==> config.mk <==
export PLATFORM = sky130hd
export DESIGN_NAME = nor_flash_command_sequencer
export DESIGN_NICKNAME = d
export VERILOG_FILES = /design/src/rtl/core/nfcs_pkg.sv /design/src/rtl/core/nor_flash_command_sequencer.sv /design/src/rtl/core/nfcs_front.sv /design/src/rtl/core/nfcs_queue.sv /design/src/rtl/core/nfcs_back.sv
export SDC_FILE = /design/constraint.sdc
export NUM_CORES = 1
export LEC_CHECK = 0
export BUFFER_PORTS_ARGS = -buffer_cell sky130_fd_sc_hd__buf_2
export CORE_MARGIN = 1.5
export CORE_UTILIZATION = 60
export DETAILED_ROUTE_END_ITERATION = 10
export MAX_ROUTING_LAYER = met4
export PLACE_DENSITY = 0.9
export SLEW_MARGIN = 0
export SYNTH_ARGS = -nofsm -noshare
export SYNTH_HDL_FRONTEND = slang
export SYNTH_SLANG_ARGS = --single-unit
==> constraint.sdc <==
create_clock -name clk -period 6.1 [get_ports clk]
set_input_delay 1.22 -clock clk [delete_from_list [all_inputs] [get_ports clk]]
set_output_delay 1.22 -clock clk [all_outputs]
set_load 0.02 [all_outputs]
==> src/rtl/core/nfcs_pkg.sv <==
// ----------------------------------------------------------------------------
// nfcs_pkg
// Shared types, codes and the bus cycle table of the nor flash command
// sequencer.
// ----------------------------------------------------------------------------
`default_nettype none

package nfcs_pkg;

  localparam int ADDRESS_BITS_DEFAULT = 24;
  localparam int BUS_ADDR_BITS        = 24;
  localparam int DATA_BITS            = 16;
  localparam int DIE_BITS             = 8;
  localparam int COUNT_BITS           = 22;
  localparam int CFG_DATA_BITS        = 22;
  localparam int CFG_INDEX_BITS       = 2;
  localparam int STEP_BITS            = 3;
  localparam int LOW_BITS             = 12;
  localparam int BUFFER_WORDS         = 32;
  localparam int QUEUE_DEPTH          = 2;

  localparam logic [COUNT_BITS-1:0] TIMEOUT_DEFAULT = 22'h200000;

  // flash command words
  localparam logic [DATA_BITS-1:0] CMD_UNLOCK1      = 16'h00AA;
  localparam logic [DATA_BITS-1:0] CMD_UNLOCK2      = 16'h0055;
  localparam logic [DATA_BITS-1:0] CMD_PROGRAM      = 16'h00A0;
  localparam logic [DATA_BITS-1:0] CMD_ERASE_SETUP  = 16'h0080;
  localparam logic [DATA_BITS-1:0] CMD_SECTOR_ERASE = 16'h0030;
  localparam logic [DATA_BITS-1:0] CMD_CHIP_ERASE   = 16'h0010;
  localparam logic [DATA_BITS-1:0] CMD_BYPASS_ENTER = 16'h0020;
  localparam logic [DATA_BITS-1:0] CMD_BUFFER_LOAD  = 16'h0025;
  localparam logic [DATA_BITS-1:0] CMD_BUFFER_SHIP  = 16'h0029;
  localparam logic [DATA_BITS-1:0] CMD_AUTOSELECT   = 16'h0090;
  localparam logic [DATA_BITS-1:0] CMD_BYPASS_EXIT2 = 16'h0000;
  localparam logic [DATA_BITS-1:0] BUFFER_COUNT     = 16'(BUFFER_WORDS - 1);

  localparam logic [LOW_BITS-1:0] UNLOCK_ADDR1 = 12'h555;
  localparam logic [LOW_BITS-1:0] UNLOCK_ADDR2 = 12'h2AA;
  localparam logic [LOW_BITS-1:0] ID_ADDR0     = 12'h000;
  localparam logic [LOW_BITS-1:0] ID_ADDR1     = 12'h001;
  localparam logic [LOW_BITS-1:0] ID_ADDR2     = 12'h00E;
  localparam logic [LOW_BITS-1:0] ID_ADDR3     = 12'h00F;

  typedef enum logic [4:0] {
    OP_SET_ADDR     = 5'd0,
    OP_READ         = 5'd1,
    OP_READ_NEXT    = 5'd2,
    OP_RAW_WRITE    = 5'd3,
    OP_SECTOR_ERASE = 5'd4,
    OP_CHIP_ERASE   = 5'd5,
    OP_PROGRAM      = 5'd6,
    OP_BYP_ENTER    = 5'd7,
    OP_BYP_PROGRAM  = 5'd8,
    OP_BYP_EXIT     = 5'd9,
    OP_BUF_BEGIN    = 5'd10,
    OP_BUF_DATA     = 5'd11,
    OP_BUF_COMMIT   = 5'd12,
    OP_IDENTIFY     = 5'd13,
    OP_RESET        = 5'd14,
    OP_READY_TICK   = 5'd15,
    OP_FINISH       = 5'd16
  } op_t;

  typedef enum logic [CFG_INDEX_BITS-1:0] {
    CFG_DIE_OFFSET    = 2'd0,
    CFG_AUTO_INC      = 2'd1,
    CFG_READY_TIMEOUT = 2'd2
  } cfg_index_t;

  typedef enum logic [1:0] {
    WAIT_IDLE       = 2'd0,
    WAIT_SHORT      = 2'd1,
    WAIT_LONG       = 2'd2,
    WAIT_LONG_RESET = 2'd3
  } wait_mode_t;

  typedef enum logic [1:0] {
    KIND_WRITE  = 2'd0,
    KIND_READ   = 2'd1,
    KIND_RESET  = 2'd2,
    KIND_STATUS = 2'd3
  } cycle_kind_t;

  typedef enum logic [3:0] {
    SEQ_READ,
    SEQ_RAW,
    SEQ_SECTOR,
    SEQ_CHIP,
    SEQ_PROGRAM,
    SEQ_BYP_ENTER,
    SEQ_BYP_PROGRAM,
    SEQ_BYP_EXIT,
    SEQ_BUF_BEGIN,
    SEQ_BUF_DATA,
    SEQ_COMMIT,
    SEQ_IDENTIFY,
    SEQ_RESET,
    SEQ_STATUS
  } seq_t;

  typedef enum logic [1:0] {
    ASEL_JOB,
    ASEL_DIE,
    ASEL_ZERO_TOP,
    ASEL_NONE
  } addr_sel_t;

  typedef struct packed {
    seq_t                 seq;
    logic [DATA_BITS-1:0] word;
    logic [DIE_BITS-1:0]  die;
    logic                 status;
  } job_t;

  typedef struct packed {
    cycle_kind_t          kind;
    addr_sel_t            asel;
    logic [LOW_BITS-1:0]  low;
    logic [DATA_BITS-1:0] data;
    logic                 last;
  } bus_step_t;

  function automatic bus_step_t mk_step(cycle_kind_t k, addr_sel_t a,
                                        logic [LOW_BITS-1:0] lo,
                                        logic [DATA_BITS-1:0] d, logic l);
    bus_step_t s;
    s.kind = k;
    s.asel = a;
    s.low  = lo;
    s.data = d;
    s.last = l;
    return s;
  endfunction

  // bus cycle number step of a queued job
  function automatic bus_step_t step_decode(job_t job, logic [STEP_BITS-1:0] step);
    bus_step_t s;
    s = mk_step(KIND_RESET, ASEL_NONE, '0, '0, 1'b1);
    case (job.seq)
      SEQ_READ: s = mk_step(KIND_READ, ASEL_JOB, '0, '0, 1'b1);
      SEQ_RAW, SEQ_BUF_DATA: s = mk_step(KIND_WRITE, ASEL_JOB, '0, job.word, 1'b1);
      SEQ_SECTOR, SEQ_CHIP: begin
        case (step)
          3'd0: s = mk_step(KIND_WRITE, ASEL_DIE, UNLOCK_ADDR1, CMD_UNLOCK1, 1'b0);
          3'd1: s = mk_step(KIND_WRITE, ASEL_DIE, UNLOCK_ADDR2, CMD_UNLOCK2, 1'b0);
          3'd2: s = mk_step(KIND_WRITE, ASEL_DIE, UNLOCK_ADDR1, CMD_ERASE_SETUP, 1'b0);
          3'd3: s = mk_step(KIND_WRITE, ASEL_DIE, UNLOCK_ADDR1, CMD_UNLOCK1, 1'b0);
          3'd4: s = mk_step(KIND_WRITE, ASEL_DIE, UNLOCK_ADDR2, CMD_UNLOCK2, 1'b0);
          default: begin
            if (job.seq == SEQ_SECTOR) begin
              s = mk_step(KIND_WRITE, ASEL_JOB, '0, CMD_SECTOR_ERASE, 1'b1);
            end else begin
              s = mk_step(KIND_WRITE, ASEL_DIE, UNLOCK_ADDR1, CMD_CHIP_ERASE, 1'b1);
            end
          end
        endcase
      end
      SEQ_PROGRAM: begin
        case (step)
          3'd0: s = mk_step(KIND_WRITE, ASEL_DIE, UNLOCK_ADDR1, CMD_UNLOCK1, 1'b0);
          3'd1: s = mk_step(KIND_WRITE, ASEL_DIE, UNLOCK_ADDR2, CMD_UNLOCK2, 1'b0);
          3'd2: s = mk_step(KIND_WRITE, ASEL_DIE, UNLOCK_ADDR1, CMD_PROGRAM, 1'b0);
          default: s = mk_step(KIND_WRITE, ASEL_JOB, '0, job.word, 1'b1);
        endcase
      end
      SEQ_BYP_ENTER: begin
        case (step)
          3'd0: s = mk_step(KIND_WRITE, ASEL_DIE, UNLOCK_ADDR1, CMD_UNLOCK1, 1'b0);
          3'd1: s = mk_step(KIND_WRITE, ASEL_DIE, UNLOCK_ADDR2, CMD_UNLOCK2, 1'b0);
          default: s = mk_step(KIND_WRITE, ASEL_DIE, UNLOCK_ADDR1, CMD_BYPASS_ENTER, 1'b1);
        endcase
      end
      SEQ_BYP_PROGRAM: begin
        case (step)
          3'd0: s = mk_step(KIND_WRITE, ASEL_JOB, '0, CMD_PROGRAM, 1'b0);
          default: s = mk_step(KIND_WRITE, ASEL_JOB, '0, job.word, 1'b1);
        endcase
      end
      SEQ_BYP_EXIT: begin
        case (step)
          3'd0: s = mk_step(KIND_WRITE, ASEL_JOB, '0, CMD_AUTOSELECT, 1'b0);
          default: s = mk_step(KIND_WRITE, ASEL_JOB, '0, CMD_BYPASS_EXIT2, 1'b1);
        endcase
      end
      SEQ_BUF_BEGIN: begin
        case (step)
          3'd0: s = mk_step(KIND_WRITE, ASEL_ZERO_TOP, UNLOCK_ADDR1, CMD_UNLOCK1, 1'b0);
          3'd1: s = mk_step(KIND_WRITE, ASEL_ZERO_TOP, UNLOCK_ADDR2, CMD_UNLOCK2, 1'b0);
          3'd2: s = mk_step(KIND_WRITE, ASEL_JOB, '0, CMD_BUFFER_LOAD, 1'b0);
          default: s = mk_step(KIND_WRITE, ASEL_JOB, '0, BUFFER_COUNT, 1'b1);
        endcase
      end
      SEQ_COMMIT: s = mk_step(KIND_WRITE, ASEL_JOB, '0, CMD_BUFFER_SHIP, 1'b1);
      SEQ_IDENTIFY: begin
        case (step)
          3'd0: s = mk_step(KIND_WRITE, ASEL_ZERO_TOP, UNLOCK_ADDR1, CMD_UNLOCK1, 1'b0);
          3'd1: s = mk_step(KIND_WRITE, ASEL_ZERO_TOP, UNLOCK_ADDR2, CMD_UNLOCK2, 1'b0);
          3'd2: s = mk_step(KIND_WRITE, ASEL_ZERO_TOP, UNLOCK_ADDR1, CMD_AUTOSELECT, 1'b0);
          3'd3: s = mk_step(KIND_READ, ASEL_ZERO_TOP, ID_ADDR0, '0, 1'b0);
          3'd4: s = mk_step(KIND_READ, ASEL_ZERO_TOP, ID_ADDR1, '0, 1'b0);
          3'd5: s = mk_step(KIND_READ, ASEL_ZERO_TOP, ID_ADDR2, '0, 1'b0);
          3'd6: s = mk_step(KIND_READ, ASEL_ZERO_TOP, ID_ADDR3, '0, 1'b0);
          default: s = mk_step(KIND_RESET, ASEL_NONE, '0, '0, 1'b1);
        endcase
      end
      SEQ_RESET: s = mk_step(KIND_RESET, ASEL_NONE, '0, '0, 1'b1);
      SEQ_STATUS: s = mk_step(KIND_STATUS, ASEL_NONE, '0, '0, 1'b1);
      default: s = mk_step(KIND_RESET, ASEL_NONE, '0, '0, 1'b1);
    endcase
    return s;
  endfunction

endpackage

`default_nettype wire

==> src/rtl/core/nor_flash_command_sequencer.sv <==
// ----------------------------------------------------------------------------
// nor_flash_command_sequencer
// Command sequencer for a 16-bit parallel nor flash with the amd command set.
// ----------------------------------------------------------------------------
// Each accepted command produces zero to eight results, one per clock unless
// stalled: write strobes, read strobes, reset pulses and status reports, the
// final one marked by last. The front end takes one command per clock while
// the queue has room and updates the address, wait and timeout state at once;
// commands that cause bus cycles go into a two-entry job queue, and the back
// end emits one result per clock, unless out_ready stalls it, from the job
// at the queue head into the output register. A command thus occupies the
// back end until all of its results are out (one for a read or a write, eight
// for identify). There is no start-up pass after reset.
`default_nettype none

module nor_flash_command_sequencer import nfcs_pkg::*; #(
  parameter int ADDRESS_BITS = ADDRESS_BITS_DEFAULT
) (
  input  wire logic                      clk,
  input  wire logic                      rst,
  input  wire logic                      in_valid,
  output logic                           in_ready,
  input  wire logic [4:0]                opcode,
  input  wire logic [BUS_ADDR_BITS-1:0]  target_address,
  input  wire logic [DATA_BITS-1:0]      write_word,
  input  wire logic                      ready_level,
  output logic                           out_valid,
  input  wire logic                      out_ready,
  output logic [1:0]                     cycle_kind,
  output logic [BUS_ADDR_BITS-1:0]       bus_address,
  output logic [DATA_BITS-1:0]           bus_data,
  output logic                           status,
  output logic                           last,
  input  wire logic                      cfg_valid,
  output logic                           cfg_ready,
  input  wire logic [CFG_INDEX_BITS-1:0] cfg_index,
  input  wire logic [CFG_DATA_BITS-1:0]  cfg_data
);

  localparam int QW = $bits(job_t) + ADDRESS_BITS;

  logic                    push;
  job_t                    push_job;
  logic [ADDRESS_BITS-1:0] push_addr;
  logic                    q_full;
  logic                    q_valid;
  logic [QW-1:0]           q_data;
  logic                    q_pop;
  job_t                    head_job;
  logic [ADDRESS_BITS-1:0] head_addr;

  nfcs_front #(.ADDRESS_BITS(ADDRESS_BITS)) u_front (
    .clk            (clk),
    .rst            (rst),
    .in_valid       (in_valid),
    .in_ready       (in_ready),
    .opcode         (opcode),
    .target_address (target_address),
    .write_word     (write_word),
    .ready_level    (ready_level),
    .cfg_valid      (cfg_valid),
    .cfg_ready      (cfg_ready),
    .cfg_index      (cfg_index),
    .cfg_data       (cfg_data),
    .job_full       (q_full),
    .job_valid      (push),
    .job            (push_job),
    .job_addr       (push_addr)
  );

  nfcs_queue #(.WIDTH(QW)) u_queue (
    .clk        (clk),
    .rst        (rst),
    .push       (push),
    .push_data  ({push_job, push_addr}),
    .pop        (q_pop),
    .full       (q_full),
    .head_valid (q_valid),
    .head_data  (q_data)
  );

  assign {head_job, head_addr} = q_data;

  nfcs_back #(.ADDRESS_BITS(ADDRESS_BITS)) u_back (
    .clk         (clk),
    .rst         (rst),
    .job_valid   (q_valid),
    .job         (head_job),
    .job_addr    (head_addr),
    .job_pop     (q_pop),
    .out_valid   (out_valid),
    .out_ready   (out_ready),
    .cycle_kind  (cycle_kind),
    .bus_address (bus_address),
    .bus_data    (bus_data),
    .status      (status),
    .last        (last)
  );

endmodule

`default_nettype wire

==> src/rtl/core/nfcs_front.sv <==
// ----------------------------------------------------------------------------
// nfcs_front
// Takes host commands, keeps the address, wait and timeout state, and hands
// a job for each command that causes bus cycles to the job queue.
// ----------------------------------------------------------------------------
`default_nettype none

module nfcs_front import nfcs_pkg::*; #(
  parameter int ADDRESS_BITS = ADDRESS_BITS_DEFAULT
) (
  input  wire logic                      clk,
  input  wire logic                      rst,
  input  wire logic                      in_valid,
  output logic                           in_ready,
  input  wire logic [4:0]                opcode,
  input  wire logic [BUS_ADDR_BITS-1:0]  target_address,
  input  wire logic [DATA_BITS-1:0]      write_word,
  input  wire logic                      ready_level,
  input  wire logic                      cfg_valid,
  output logic                           cfg_ready,
  input  wire logic [CFG_INDEX_BITS-1:0] cfg_index,
  input  wire logic [CFG_DATA_BITS-1:0]  cfg_data,
  input  wire logic                      job_full,
  output logic                           job_valid,
  output job_t                           job,
  output logic [ADDRESS_BITS-1:0]        job_addr
);

  logic [DIE_BITS-1:0]     die_offset;
  logic                    auto_increment;
  logic [COUNT_BITS-1:0]   ready_timeout;

  logic [ADDRESS_BITS-1:0] current_address, current_address_next;
  logic [ADDRESS_BITS-1:0] buffer_start, buffer_start_next;
  wait_mode_t              wait_mode, wait_mode_next;
  logic [COUNT_BITS-1:0]   wait_count, wait_count_next;
  logic                    timed_out, timed_out_next;

  logic                    accept;
  op_t                     op;
  logic [ADDRESS_BITS-1:0] addr_inc;
  logic [COUNT_BITS-1:0]   count_inc;

  assign in_ready  = !job_full;
  assign cfg_ready = 1'b1;
  assign accept    = in_valid && in_ready;
  assign op        = op_t'(opcode);
  assign addr_inc  = current_address + 1'b1;
  assign count_inc = wait_count + 1'b1;

  always_ff @(posedge clk) begin
    if (rst) begin
      die_offset     <= '0;
      auto_increment <= 1'b0;
      ready_timeout  <= TIMEOUT_DEFAULT;
    end else if (cfg_valid && cfg_ready) begin
      case (cfg_index_t'(cfg_index))
        CFG_DIE_OFFSET:    die_offset     <= cfg_data[DIE_BITS-1:0];
        CFG_AUTO_INC:      auto_increment <= cfg_data[0];
        CFG_READY_TIMEOUT: ready_timeout  <= cfg_data[COUNT_BITS-1:0];
        default: ;
      endcase
    end
  end

  always_ff @(posedge clk) begin
    if (rst) begin
      wait_mode       <= WAIT_IDLE;
      current_address <= '0;
      buffer_start    <= '0;
      wait_count      <= '0;
      timed_out       <= 1'b0;
    end else begin
      wait_mode       <= wait_mode_next;
      current_address <= current_address_next;
      buffer_start    <= buffer_start_next;
      wait_count      <= wait_count_next;
      timed_out       <= timed_out_next;
    end
  end

  always_comb begin
    wait_mode_next       = wait_mode;
    current_address_next = current_address;
    buffer_start_next    = buffer_start;
    wait_count_next      = wait_count;
    timed_out_next       = timed_out;
    job_valid            = 1'b0;
    job.seq              = SEQ_RESET;
    job.word             = write_word;
    job.die              = die_offset;
    job.status           = timed_out;
    job_addr             = current_address;

    if (accept) begin
      if (op == OP_READY_TICK) begin
        case (wait_mode)
          WAIT_SHORT: begin
            if (ready_level) begin
              wait_mode_next = WAIT_IDLE;
            end else begin
              wait_count_next = count_inc;
              if (count_inc >= ready_timeout) begin
                timed_out_next = 1'b1;
                wait_mode_next = WAIT_IDLE;
              end
            end
          end
          WAIT_LONG: begin
            if (ready_level) wait_mode_next = WAIT_IDLE;
          end
          WAIT_LONG_RESET: begin
            if (ready_level) begin
              wait_mode_next = WAIT_IDLE;
              job_valid      = 1'b1;
              job.seq        = SEQ_RESET;
            end
          end
          default: ;
        endcase
      end else if (wait_mode == WAIT_IDLE) begin
        case (op)
          OP_SET_ADDR: current_address_next = ADDRESS_BITS'(target_address);
          OP_READ: begin
            job_valid = 1'b1;
            job.seq   = SEQ_READ;
          end
          OP_READ_NEXT: begin
            job_valid            = 1'b1;
            job.seq              = SEQ_READ;
            current_address_next = addr_inc;
          end
          OP_RAW_WRITE: begin
            job_valid = 1'b1;
            job.seq   = SEQ_RAW;
            if (auto_increment) current_address_next = addr_inc;
          end
          OP_SECTOR_ERASE: begin
            job_valid       = 1'b1;
            job.seq         = SEQ_SECTOR;
            wait_mode_next  = WAIT_LONG;
            wait_count_next = '0;
          end
          OP_CHIP_ERASE: begin
            job_valid       = 1'b1;
            job.seq         = SEQ_CHIP;
            wait_mode_next  = WAIT_LONG_RESET;
            wait_count_next = '0;
          end
          OP_PROGRAM, OP_BYP_PROGRAM: begin
            if (!timed_out) begin
              job_valid            = 1'b1;
              job.seq              = (op == OP_PROGRAM) ? SEQ_PROGRAM : SEQ_BYP_PROGRAM;
              current_address_next = addr_inc;
              wait_mode_next       = WAIT_SHORT;
              wait_count_next      = '0;
            end
          end
          OP_BYP_ENTER: begin
            job_valid = 1'b1;
            job.seq   = SEQ_BYP_ENTER;
          end
          OP_BYP_EXIT: begin
            job_valid = 1'b1;
            job.seq   = SEQ_BYP_EXIT;
          end
          OP_BUF_BEGIN: begin
            job_valid         = 1'b1;
            job.seq           = SEQ_BUF_BEGIN;
            buffer_start_next = current_address;
          end
          OP_BUF_DATA: begin
            if (!timed_out) begin
              job_valid            = 1'b1;
              job.seq              = SEQ_BUF_DATA;
              current_address_next = addr_inc;
            end
          end
          OP_BUF_COMMIT: begin
            if (!timed_out) begin
              job_valid       = 1'b1;
              job.seq         = SEQ_COMMIT;
              job_addr        = buffer_start;
              wait_mode_next  = WAIT_SHORT;
              wait_count_next = '0;
            end
          end
          OP_IDENTIFY: begin
            job_valid = 1'b1;
            job.seq   = SEQ_IDENTIFY;
          end
          OP_RESET: begin
            job_valid = 1'b1;
            job.seq   = SEQ_RESET;
          end
          OP_FINISH: begin
            job_valid      = 1'b1;
            job.seq        = SEQ_STATUS;
            timed_out_next = 1'b0;
          end
          default: ;
        endcase
      end
    end
  end

  // a job is only ever queued by an accepted command
  a_job_needs_accept: assert property (@(posedge clk) disable iff (rst)
    job_valid |-> accept)
    else $error("job queued without an accepted command");

  // a command that starts a wait always hands a job to the back end
  a_wait_start_queues: assert property (@(posedge clk) disable iff (rst)
    (wait_mode == WAIT_IDLE && wait_mode_next != WAIT_IDLE) |-> job_valid)
    else $error("wait started without bus cycles");

endmodule

`default_nettype wire

==> src/rtl/core/nfcs_queue.sv <==
// ----------------------------------------------------------------------------
// nfcs_queue
// Two-entry job queue between the command front end and the bus cycle
// back end.
// ----------------------------------------------------------------------------
`default_nettype none

module nfcs_queue import nfcs_pkg::*; #(
  parameter int WIDTH = 8
) (
  input  wire logic             clk,
  input  wire logic             rst,
  input  wire logic             push,
  input  wire logic [WIDTH-1:0] push_data,
  input  wire logic             pop,
  output logic                  full,
  output logic                  head_valid,
  output logic [WIDTH-1:0]      head_data
);

  localparam int PTR_BITS   = $clog2(QUEUE_DEPTH);
  localparam int COUNT_W    = $clog2(QUEUE_DEPTH + 1);

  logic [WIDTH-1:0]    entries [QUEUE_DEPTH];
  logic [PTR_BITS-1:0] wr_ptr;
  logic [PTR_BITS-1:0] rd_ptr;
  logic [COUNT_W-1:0]  count;

  assign full       = (count == COUNT_W'(QUEUE_DEPTH));
  assign head_valid = (count != '0);
  assign head_data  = entries[rd_ptr];

  always_ff @(posedge clk) begin
    if (push) entries[wr_ptr] <= push_data;
  end

  always_ff @(posedge clk) begin
    if (rst) begin
      wr_ptr <= '0;
      rd_ptr <= '0;
      count  <= '0;
    end else begin
      if (push) wr_ptr <= wr_ptr + 1'b1;
      if (pop)  rd_ptr <= rd_ptr + 1'b1;
      case ({push, pop})
        2'b10:   count <= count + 1'b1;
        2'b01:   count <= count - 1'b1;
        default: ;
      endcase
    end
  end

  a_no_overflow: assert property (@(posedge clk) disable iff (rst)
    push |-> !full)
    else $error("job pushed into a full queue");

  a_no_underflow: assert property (@(posedge clk) disable iff (rst)
    pop |-> head_valid)
    else $error("job popped from an empty queue");

endmodule

`default_nettype wire

==> src/rtl/core/nfcs_back.sv <==
// ----------------------------------------------------------------------------
// nfcs_back
// Walks the bus cycles of the job at the head of the queue, one per clock
// when the output is not stalled, into the output register.
// ----------------------------------------------------------------------------
`default_nettype none

module nfcs_back import nfcs_pkg::*; #(
  parameter int ADDRESS_BITS = ADDRESS_BITS_DEFAULT
) (
  input  wire logic                     clk,
  input  wire logic                     rst,
  input  wire logic                     job_valid,
  input  job_t                          job,
  input  wire logic [ADDRESS_BITS-1:0]  job_addr,
  output logic                          job_pop,
  output logic                          out_valid,
  input  wire logic                     out_ready,
  output logic [1:0]                    cycle_kind,
  output logic [BUS_ADDR_BITS-1:0]      bus_address,
  output logic [DATA_BITS-1:0]          bus_data,
  output logic                          status,
  output logic                          last
);

  logic [STEP_BITS-1:0]    step;
  bus_step_t               cur;
  logic                    load;
  logic [ADDRESS_BITS-1:0] addr;
  logic [31:0]             addr_wide;

  assign cur     = step_decode(job, step);
  assign load    = job_valid && (!out_valid || out_ready);
  assign job_pop = load && cur.last;

  always_comb begin
    case (cur.asel)
      ASEL_JOB:      addr = job_addr;
      ASEL_DIE:      addr = (ADDRESS_BITS'(job.die) << (ADDRESS_BITS - DIE_BITS))
                            | ADDRESS_BITS'(cur.low);
      ASEL_ZERO_TOP: addr = ADDRESS_BITS'(cur.low);
      default:       addr = '0;
    endcase
  end

  assign addr_wide = 32'(addr);

  always_ff @(posedge clk) begin
    if (rst) begin
      out_valid <= 1'b0;
      step      <= '0;
    end else if (load) begin
      out_valid <= 1'b1;
      step      <= cur.last ? '0 : step + 1'b1;
    end else if (out_ready) begin
      out_valid <= 1'b0;
    end
  end

  always_ff @(posedge clk) begin
    if (load) begin
      cycle_kind  <= cur.kind;
      bus_address <= addr_wide[BUS_ADDR_BITS-1:0];
      bus_data    <= cur.data;
      status      <= (cur.kind == KIND_STATUS) && job.status;
      last        <= cur.last;
    end
  end

  // only a status report carries a status bit
  a_status_only_in_report: assert property (@(posedge clk) disable iff (rst)
    (out_valid && cycle_kind != KIND_STATUS) |-> !status)
    else $error("status bit on a bus cycle");

endmodule

`default_nettype wire
==> flow_metrics.env, run 1 <==
export IMPL_largest_area_contributor_in_the_synthesized_netlist="edfxtp_1"
export IMPL_cts_htree_levels=1
export IMPL_cts_max_path_buffers=3
export IMPL_finalNonFillerCells=1619
export IMPL_cts_reportedPaths_clkPinSlew_ns=0.07
export IMPL_crit_buf_inv=0
export IMPL_global_route_wire_length_before_repair_um=46800
export IMPL_critPathCaptureType="flop"
export IMPL_chipWidth_um=148
export IMPL_critical_path_startpoint_category="flop"
export IMPL_cts_inserted_buffers=25
export IMPL_count_of_clock_tree_sinks=263
export IMPL_synthesis_nets=1349
export IMPL_synthArstFlopShare_pct=0
export IMPL_port_buffer_count=120
export IMPL_hold_violations=0
export IMPL_timing_critical_path_cells="nor4b_1 -> a31oi_1 -> o211ai_1 -> nor4_4 -> a21oi_1 -> ha_1 -> or3_1 -> a21oi_1"
export IMPL_cellPowerDensity_nw_per_um2=355
export IMPL_cp_slowest_cell="dfxtp_4"
export IMPL_crit_path_max_fanout=70
export IMPL_required_ns=6.56
export IMPL_clock_fmax_mhz=276
export IMPL_yosys_most_used_dff="edfxtp_1"
export IMPL_worst_slew_pin_transition_ns=1.19
export IMPL_synth_distinct_cells=79
export IMPL_clock_skew_final_ns=0.0136
export IMPL_ant_nets=0
export IMPL_layout_drive_gt1_share_pct=16.2
export IMPL_r2r_end="u_queue.count[1]$_SDFFE_PP0P_"
export IMPL_path_class="flop to flop"
export IMPL_grt_start_max_net_pins=79
export IMPL_total_power_after_layout_w=0.00505
export IMPL_route_detailed_vias_per_inst=6.09
export IMPL_detailed_place_area_um2=13400
export IMPL_timing_hold_worst_endpoint="u_front.ready_timeout[14]$_SDFFE_PP0P_"
export IMPL_final_min_period_over_clock_period_pct=59.5
export IMPL_crit_top_cell="a21oi_1"
export IMPL_ys_warnings_count=0
export IMPL_maxSlewHeadroom_pct=20.7
export IMPL_design_final_nets=1430
export IMPL_detail_route_wirelength_um=29300
export IMPL_r2r_cells=8
export IMPL_grt_use_met1_pct=35.7
export IMPL_initialDrtViolationCount=763
export IMPL_post_cts_buffers=0
export IMPL_final_setup_worst_slack_ns=2.47
export IMPL_flow_area_growth_from_synthesis_pct=12.2
export IMPL_synth_area_per_cell_um2=10.2
export IMPL_setup_violations_final=0
export IMPL_final_critical_delay_including_setup_and_external_delays_ns=3.63
export IMPL_global_route_met3_usage_pct=3.37
export IMPL_placement_rows=53
export IMPL_leakage_power_of_the_design_nw=5.12
export IMPL_clock_latency_ns=0.54
export IMPL_design_area_um2=14200
export IMPL_cts_hold_buffers=0
export IMPL_path_delay_family="compound AO/OA/AOI/OAI gates"
export IMPL_worst_ir_drop_vdd_mv=0.167
export IMPL_first_global_vias=9374
export IMPL_global_route_peak_usage_layer="met2"
export IMPL_cts_resized=0
export IMPL_gp_routability_congestion=0.897
export IMPL_antenna_found_initial=1
export IMPL_reg2reg_slack_ns=2.47
export IMPL_overflow=0
export IMPL_synthesis_instances=1243
export IMPL_design_portCount=122
export IMPL_hp_class="flop to flop"
export IMPL_synth_yosys_seq_area_share_pct=53.3
export IMPL_setup_tns_final_ns=0
export IMPL_ys_seq_elements=263
export IMPL_timing_critical_path_slowest_cell_delay_ns=1.03
export IMPL_report_final_slew_viol_count=0
export IMPL_dp_hpwl_um=19500
export IMPL_vias=9863
export IMPL_placedCellCount=1572
export IMPL_placement_setup_worst_slack_ns=2.05
export IMPL_placeable_core_area_um2=20900
export IMPL_hold_depth=2
export IMPL_status="completed"
export IMPL_grt_setup_unrepaired="false"
export IMPL_synth_largest_type_area_fraction_pct=35.5
export IMPL_grt_usage_pct=27.1
export IMPL_mappedNetlistArea_um2=12700
export IMPL_max_cap_violations=0
export IMPL_post_drt_wl_per_cell_um=18.1
export IMPL_clk_root_buffer_cell="clkbuf_16"
export IMPL_starting_density_pct=60.8
export IMPL_dieArea_um2=22000
export IMPL_yosys_top_cells_area="edfxtp_1, dfxtp_1, mux2i_1"
export IMPL_chip_height_um=148
export IMPL_min_delay_start="u_front.ready_timeout[14]$_SDFFE_PP0P_"
export IMPL_tritoncts="built"
export IMPL_dr_pass1_iters=5
export IMPL_gr_usage_met2_pct=43.7
export IMPL_number_of_enable_flip_flop_cells_after_synthesis=150
export IMPL_crit_arrival_ns=4.09
export IMPL_detail_route_drc_violations=0
state kept, by name (all words and copies together), names as in the netlist, named ones only:
| signal | cells |
|---|---|
| u_back.out_valid | 1 |
| u_back.cycle_kind | 2 |
| u_front.buffer_start | 24 |
| u_queue.entries | 106 |
| u_front.current_address | 24 |
| u_queue.count | 2 |
| u_queue.rd_ptr | 1 |
| u_front.wait_count | 22 |
| u_back.bus_data | 16 |
| u_back.status | 1 |
| u_back.bus_address | 24 |
| u_front.die_offset | 8 |
| u_front.auto_increment | 1 |
| u_front.wait_mode | 2 |
| u_back.step | 3 |
| u_front.ready_timeout | 22 |
| u_back.last | 1 |
| u_front.timed_out | 1 |
| u_queue.wr_ptr | 1 |
cell usage after synthesis (14+ instances only):
master	n
nand2_1	151
edfxtp_1	150
a21oi_1	118
dfxtp_1	113
nor2_1	84
o21ai_0	69
mux2i_1	60
clkbuf_1	48
inv_1	38
ha_1	31
nand3_1	31
nor3_1	26
mux2_2	24
or3_1	18
o22ai_1	16
xnor2_1	14
report_power, final:
part / internal (W) / switching [W]
logic: 0.000360 / 0.000749
registers: 0.00220 / 0.000136
clock network: 0.000948 / 0.000660
total: 0.00350 / 0.00155
layout make-up:
type	instances	area (um^2)
flip-flops and latches	263	6770
clock inverters	15	181
repair buffers	128	663
fillers	1512	6650
inverters	38	143
multi-input cells	868	5460
diodes	1	2.50
well taps	275	344
clock buffers	31	668
metrics by stage:
step           hold WS, ns  util [%]
6_report             0.454      68.1
5_1_grt              0.473      68.1
4_1_cts              0.455      68.1
3_5_place_dp         0.442      64.1
3_3_place_gp         0.438      64.1
2_1_floorplan        0.425         -
worst reg2reg max path, delay by kind of cell (launching register included):
kind | cells | cell delay (ns)
flip-flops | 1 | 1.03
adder cells (fa/ha/maj) | 1 | 0.37
AND/OR/NAND/NOR | 3 | 0.94
AO/OA/AOI/OAI | 4 | 1.23
worst max path at each step:
| stage | from | end | slack, ns | depth (start not counted) |
|---|---|---|---|---|
| CTS | flop | u_queue.count[1]$_SDFFE_PP0P_ | 2.50 | 8 |
| global placement | opcode[3] | u_queue.entries[1][39]$_DFFE_PP_ | 2.08 | 8 |
| finish | flop | u_queue.count[1]$_SDFFE_PP0P_ | 2.47 | 8 |
| floorplan | opcode[2] | u_queue.entries[1][0]$_DFFE_PP_ | 1.03 | 8 |
| global route | flop | u_back.bus_address[17]$_DFFE_PP_ | 2.24 | 6 |
| detailed placement | opcode[3] | u_queue.entries[1][39]$_DFFE_PP_ | 2.05 | 8 |
placed cells by master, fill, tap and decap left out, types with 5 or more instances in the layout:
master and n:
nor4_1 5, nor3_1 26, o221ai_1 10, o31ai_1 8, o21ai_0 69, nand3b_1 11
clkinv_2 6, buf_2 119, a21oi_1 118, dfxtp_1 112, a31oi_1 9, nand2_1 151
buf_4 9, mux2i_1 60, nor2b_1 9, a21o_1 13, nand4_1 10, clkbuf_16 25
and3_1 11, xor2_1 10, inv_1 36, nand3_1 31, edfxtp_1 150, or3_1 18
o22ai_1 16, a211oi_1 6, xnor2_1 14, nor3b_1 5, nor2_1 83, or2_2 5
and2_1 13, nand2b_1 10, a22oi_1 11, mux2_2 24, ha_1 31
logic make-up (layout without fill, tap and decap cells):
family                   Yosys count  after routing  share of synthesized area, %
other                              1              2                        0.0295
flip-flops                       263            263                          53.3
AND/OR/NAND/NOR                  412            412                          15.9
multiplexers                      85             85                          6.98
XOR/XNOR                          24             24                          1.66
adder cells (fa/ha/maj)           31             31                          3.06
buffers and inverters            112            212                          3.71
AO/OA/AOI/OAI                    315            315                          15.3
metal layers:
layer	routed length, um	share of wire [%]
met3	2100	7.2
met2	14300	49
met1	12300	42
met4	649	2.2
met5	0	0
No activity file was read; power rests on OpenSTA's default activity.
==> run 2: changes to the inputs <==
CORE_UTILIZATION = 54   (was 60)
PLACE_DENSITY = 0.86   (was 0.9)
clock period = 3.1 ns   (was 6.1 ns; I/O delays follow)
==> run 2 against run 1 <==
Register-to-register slack got worse by 2.4 ns. Total power increased by 99%. Clock power increased by 97%. Clock-buffer cell count decreased by 2. Worst hold slack got worse by 0.16 ns. Fmax increased by 21%. Sequential share of layout area decreased by 1.4 points. Combinational power increased by 110%. Routed wire length increased by 1.9%. Critical path depth increased by 4. Critical path type unchanged. Largest cell class unchanged.
==> flow_metrics.env, run 2 (synthesis gave the netlist of run 1 again) <==
export IMPL_status="completed"
export IMPL_flow_area_growth_from_synthesis_pct=15.9
export IMPL_detail_route_wirelength_um=29900
export IMPL_top_register="u_queue.entries"
export IMPL_final_min_period_over_clock_period_pct=96.5
export IMPL_worst_ir_drop_vdd_mv=0.366
export IMPL_cts_reportedPaths_clkPinSlew_ns=0.07
export IMPL_path_delay_family="simple AND/OR/NAND/NOR gates"
export IMPL_first_global_vias=9499
export IMPL_report_final_slew_viol_count=0
export IMPL_clock_latency_ns=0.52
export IMPL_post_drt_wl_per_cell_um=17.7
export IMPL_detail_route_drc_violations=0
export IMPL_cts_htree_levels=1
export IMPL_gp_routability_congestion=0.922
export IMPL_cp_slowest_cell="dfxtp_2"
export IMPL_grt_start_max_net_pins=61
export IMPL_path_class="flop to flop"
export IMPL_final_critical_delay_including_setup_and_external_delays_ns=2.99
export IMPL_final_fill_count=1816
export IMPL_layout_drive_gt1_share_pct=19.7
export IMPL_antenna_found_initial=0
export IMPL_dp_hpwl_um=19900
export IMPL_crit_top_cell="buf_4"
export IMPL_critical_path_startpoint_category="flop"
export IMPL_largest_register_ff_count=106
export IMPL_most_common_library_cell_in_the_layout_ignoring_fill_and_taps="nand2_1"
export IMPL_placement_rows=55
export IMPL_critPathCaptureType="flop"
export IMPL_starting_density_pct=55.6
export IMPL_leakage_power_of_the_design_nw=5.34
export IMPL_design_portCount=122
export IMPL_crit_buf_inv=2
export IMPL_dieArea_um2=24400
export IMPL_global_route_wire_length_before_repair_um=47500
export IMPL_clock_fmax_mhz=334
export IMPL_grt_usage_pct=24.8
export IMPL_antenna_cells=0
export IMPL_final_cell_mix="nand2_1, edfxtp_1, buf_2, a21oi_1, dfxtp_1"
export IMPL_hold_violations=0
export IMPL_design_final_nets=1468
export IMPL_clock_skew_final_ns=0.00861
export IMPL_max_cap_violations=0
export IMPL_count_of_clock_tree_sinks=263
export IMPL_route_detailed_vias_per_inst=5.92
export IMPL_tritoncts="built"
export IMPL_chipWidth_um=156
export IMPL_worst_slew_pin_transition_ns=0.931
export IMPL_cellPowerDensity_nw_per_um2=683
export IMPL_chip_height_um=156
export IMPL_cts_hold_buffers=0
export IMPL_initialDrtViolationCount=835
export IMPL_overflow=0
export IMPL_register_area_um2=6790
export IMPL_crit_arrival_ns=3.44
export IMPL_ant_nets=0
export IMPL_port_buffer_count=120
export IMPL_maxSlewHeadroom_pct=37.9
export IMPL_multi_input_area_um2=5510
export IMPL_total_power_after_layout_w=0.0100
export IMPL_required_ns=3.55
export IMPL_timing_hold_ws_ns=0.292
export IMPL_cts_inserted_buffers=25
export IMPL_placeable_core_area_um2=22800
export IMPL_timing_critical_path_slowest_cell_delay_ns=0.35
export IMPL_clk_root_buffer_cell="clkbuf_16"
export IMPL_cts_max_path_buffers=3
export IMPL_hp_class="input pin to flop"
export IMPL_vias=10024
export IMPL_timing_critical_path_cells="and4_4 -> buf_4 -> and3_4 -> nand4_1 -> xnor2_2 -> ha_1 -> and3_1 -> a221o_1 -> a22o_1 -> o31ai_1 -> buf_4 -> mux2i_1"
export IMPL_setup_violations_final=0
export IMPL_crit_path_max_fanout=6
export IMPL_dr_pass1_iters=5
==> run 2: changes by cell type in the layout (fill, tap and decap cells not counted), sizes merged <==
| cell | previous run | this run |
|---|---|---|
| clkinvlp | 2 | 4 |
| diode | 1 | 0 |
| clkbuf | 31 | 29 |
| inv | 38 | 37 |
| buf | 128 | 166 |
==> run 2: through the flow <==
| step | cell area (um^2) | util [%] | std cells | worst slack (ns) | TNS [ns] |
|---|---|---|---|---|---|
| after detailed placement | 13800 | 60.2 | 1644 | -0.0732 | -0.0965 |
| after global routing | 14700 | 64.4 | 1693 | -0.0463 | -0.0486 |
| after floorplan | 12700 | - | 1243 | 0.0817 | 0 |
| final | 14700 | 64.4 | 1693 | 0.110 | 0 |
| after global placement | 13800 | 60.2 | 1644 | 0.116 | 0 |
| after CTS | 14600 | 64.0 | 1689 | 0.000976 | 0 |
==> run 2: what timing repair did <==
| item | CTS | global route |
|---|---|---|
| pin swaps | 0 | 10 |
| buffers inserted | 0 | 4 |
| resized for setup | 5 | 21 |
| endpoints found under the setup margin | 2 | 2 |
| endpoints found under the hold margin | 0 | 0 |
==> run 2: cell type report <==
class | count | area share (%)
clock buffer | 29 | 4.56
clock inverter | 16 | 1.28
inverter | 38 | 0.995
multi-input combinational | 868 | 37.5
sequential | 263 | 46.2
tap | 313 | 2.66
timing repair buffer | 166 | 6.87
==> run 2: routing by layer <==
metal / part of all wire [%] / up-vias / global-route usage, % / wire length [um]
met5: 0 / - / - / 0
met4: 2.9 / 0 / 8.53 / 874
met3: 7.0 / 80 / 4.43 / 2100
met2: 48 / 397 / 39.8 / 14300
met1: 42 / 4754 / 31.9 / 12700
li1: - / 4793 / - / -
==> run 2: final timing paths <==
kind,start,endpoint,slack [ns],cells past startpoint
worst max-delay path,u_front.wait_count[5]$_SDFFE_PP0P_,u_front.wait_mode[1]$_SDFFE_PP0P_,0.11,12
worst min-delay path,write_word[6],u_queue.entries[1][39]$_DFFE_PP_,0.29,1
worst max register to register,u_front.wait_count[5]$_SDFFE_PP0P_,u_front.wait_mode[1]$_SDFFE_PP0P_,0.11,12
worst min register to register,u_front.buffer_start[1]$_SDFFE_PP0P_,u_front.buffer_start[1]$_SDFFE_PP0P_,0.45,2
==> run 2: power by group <==
group,total (W),internal (W),leakage (nW),switching [W]
clock,0.00317,0.00188,0.412,0.00128
sequential,0.00452,0.00431,2.32,0.000213
combinational,0.00236,0.000804,2.60,0.00155
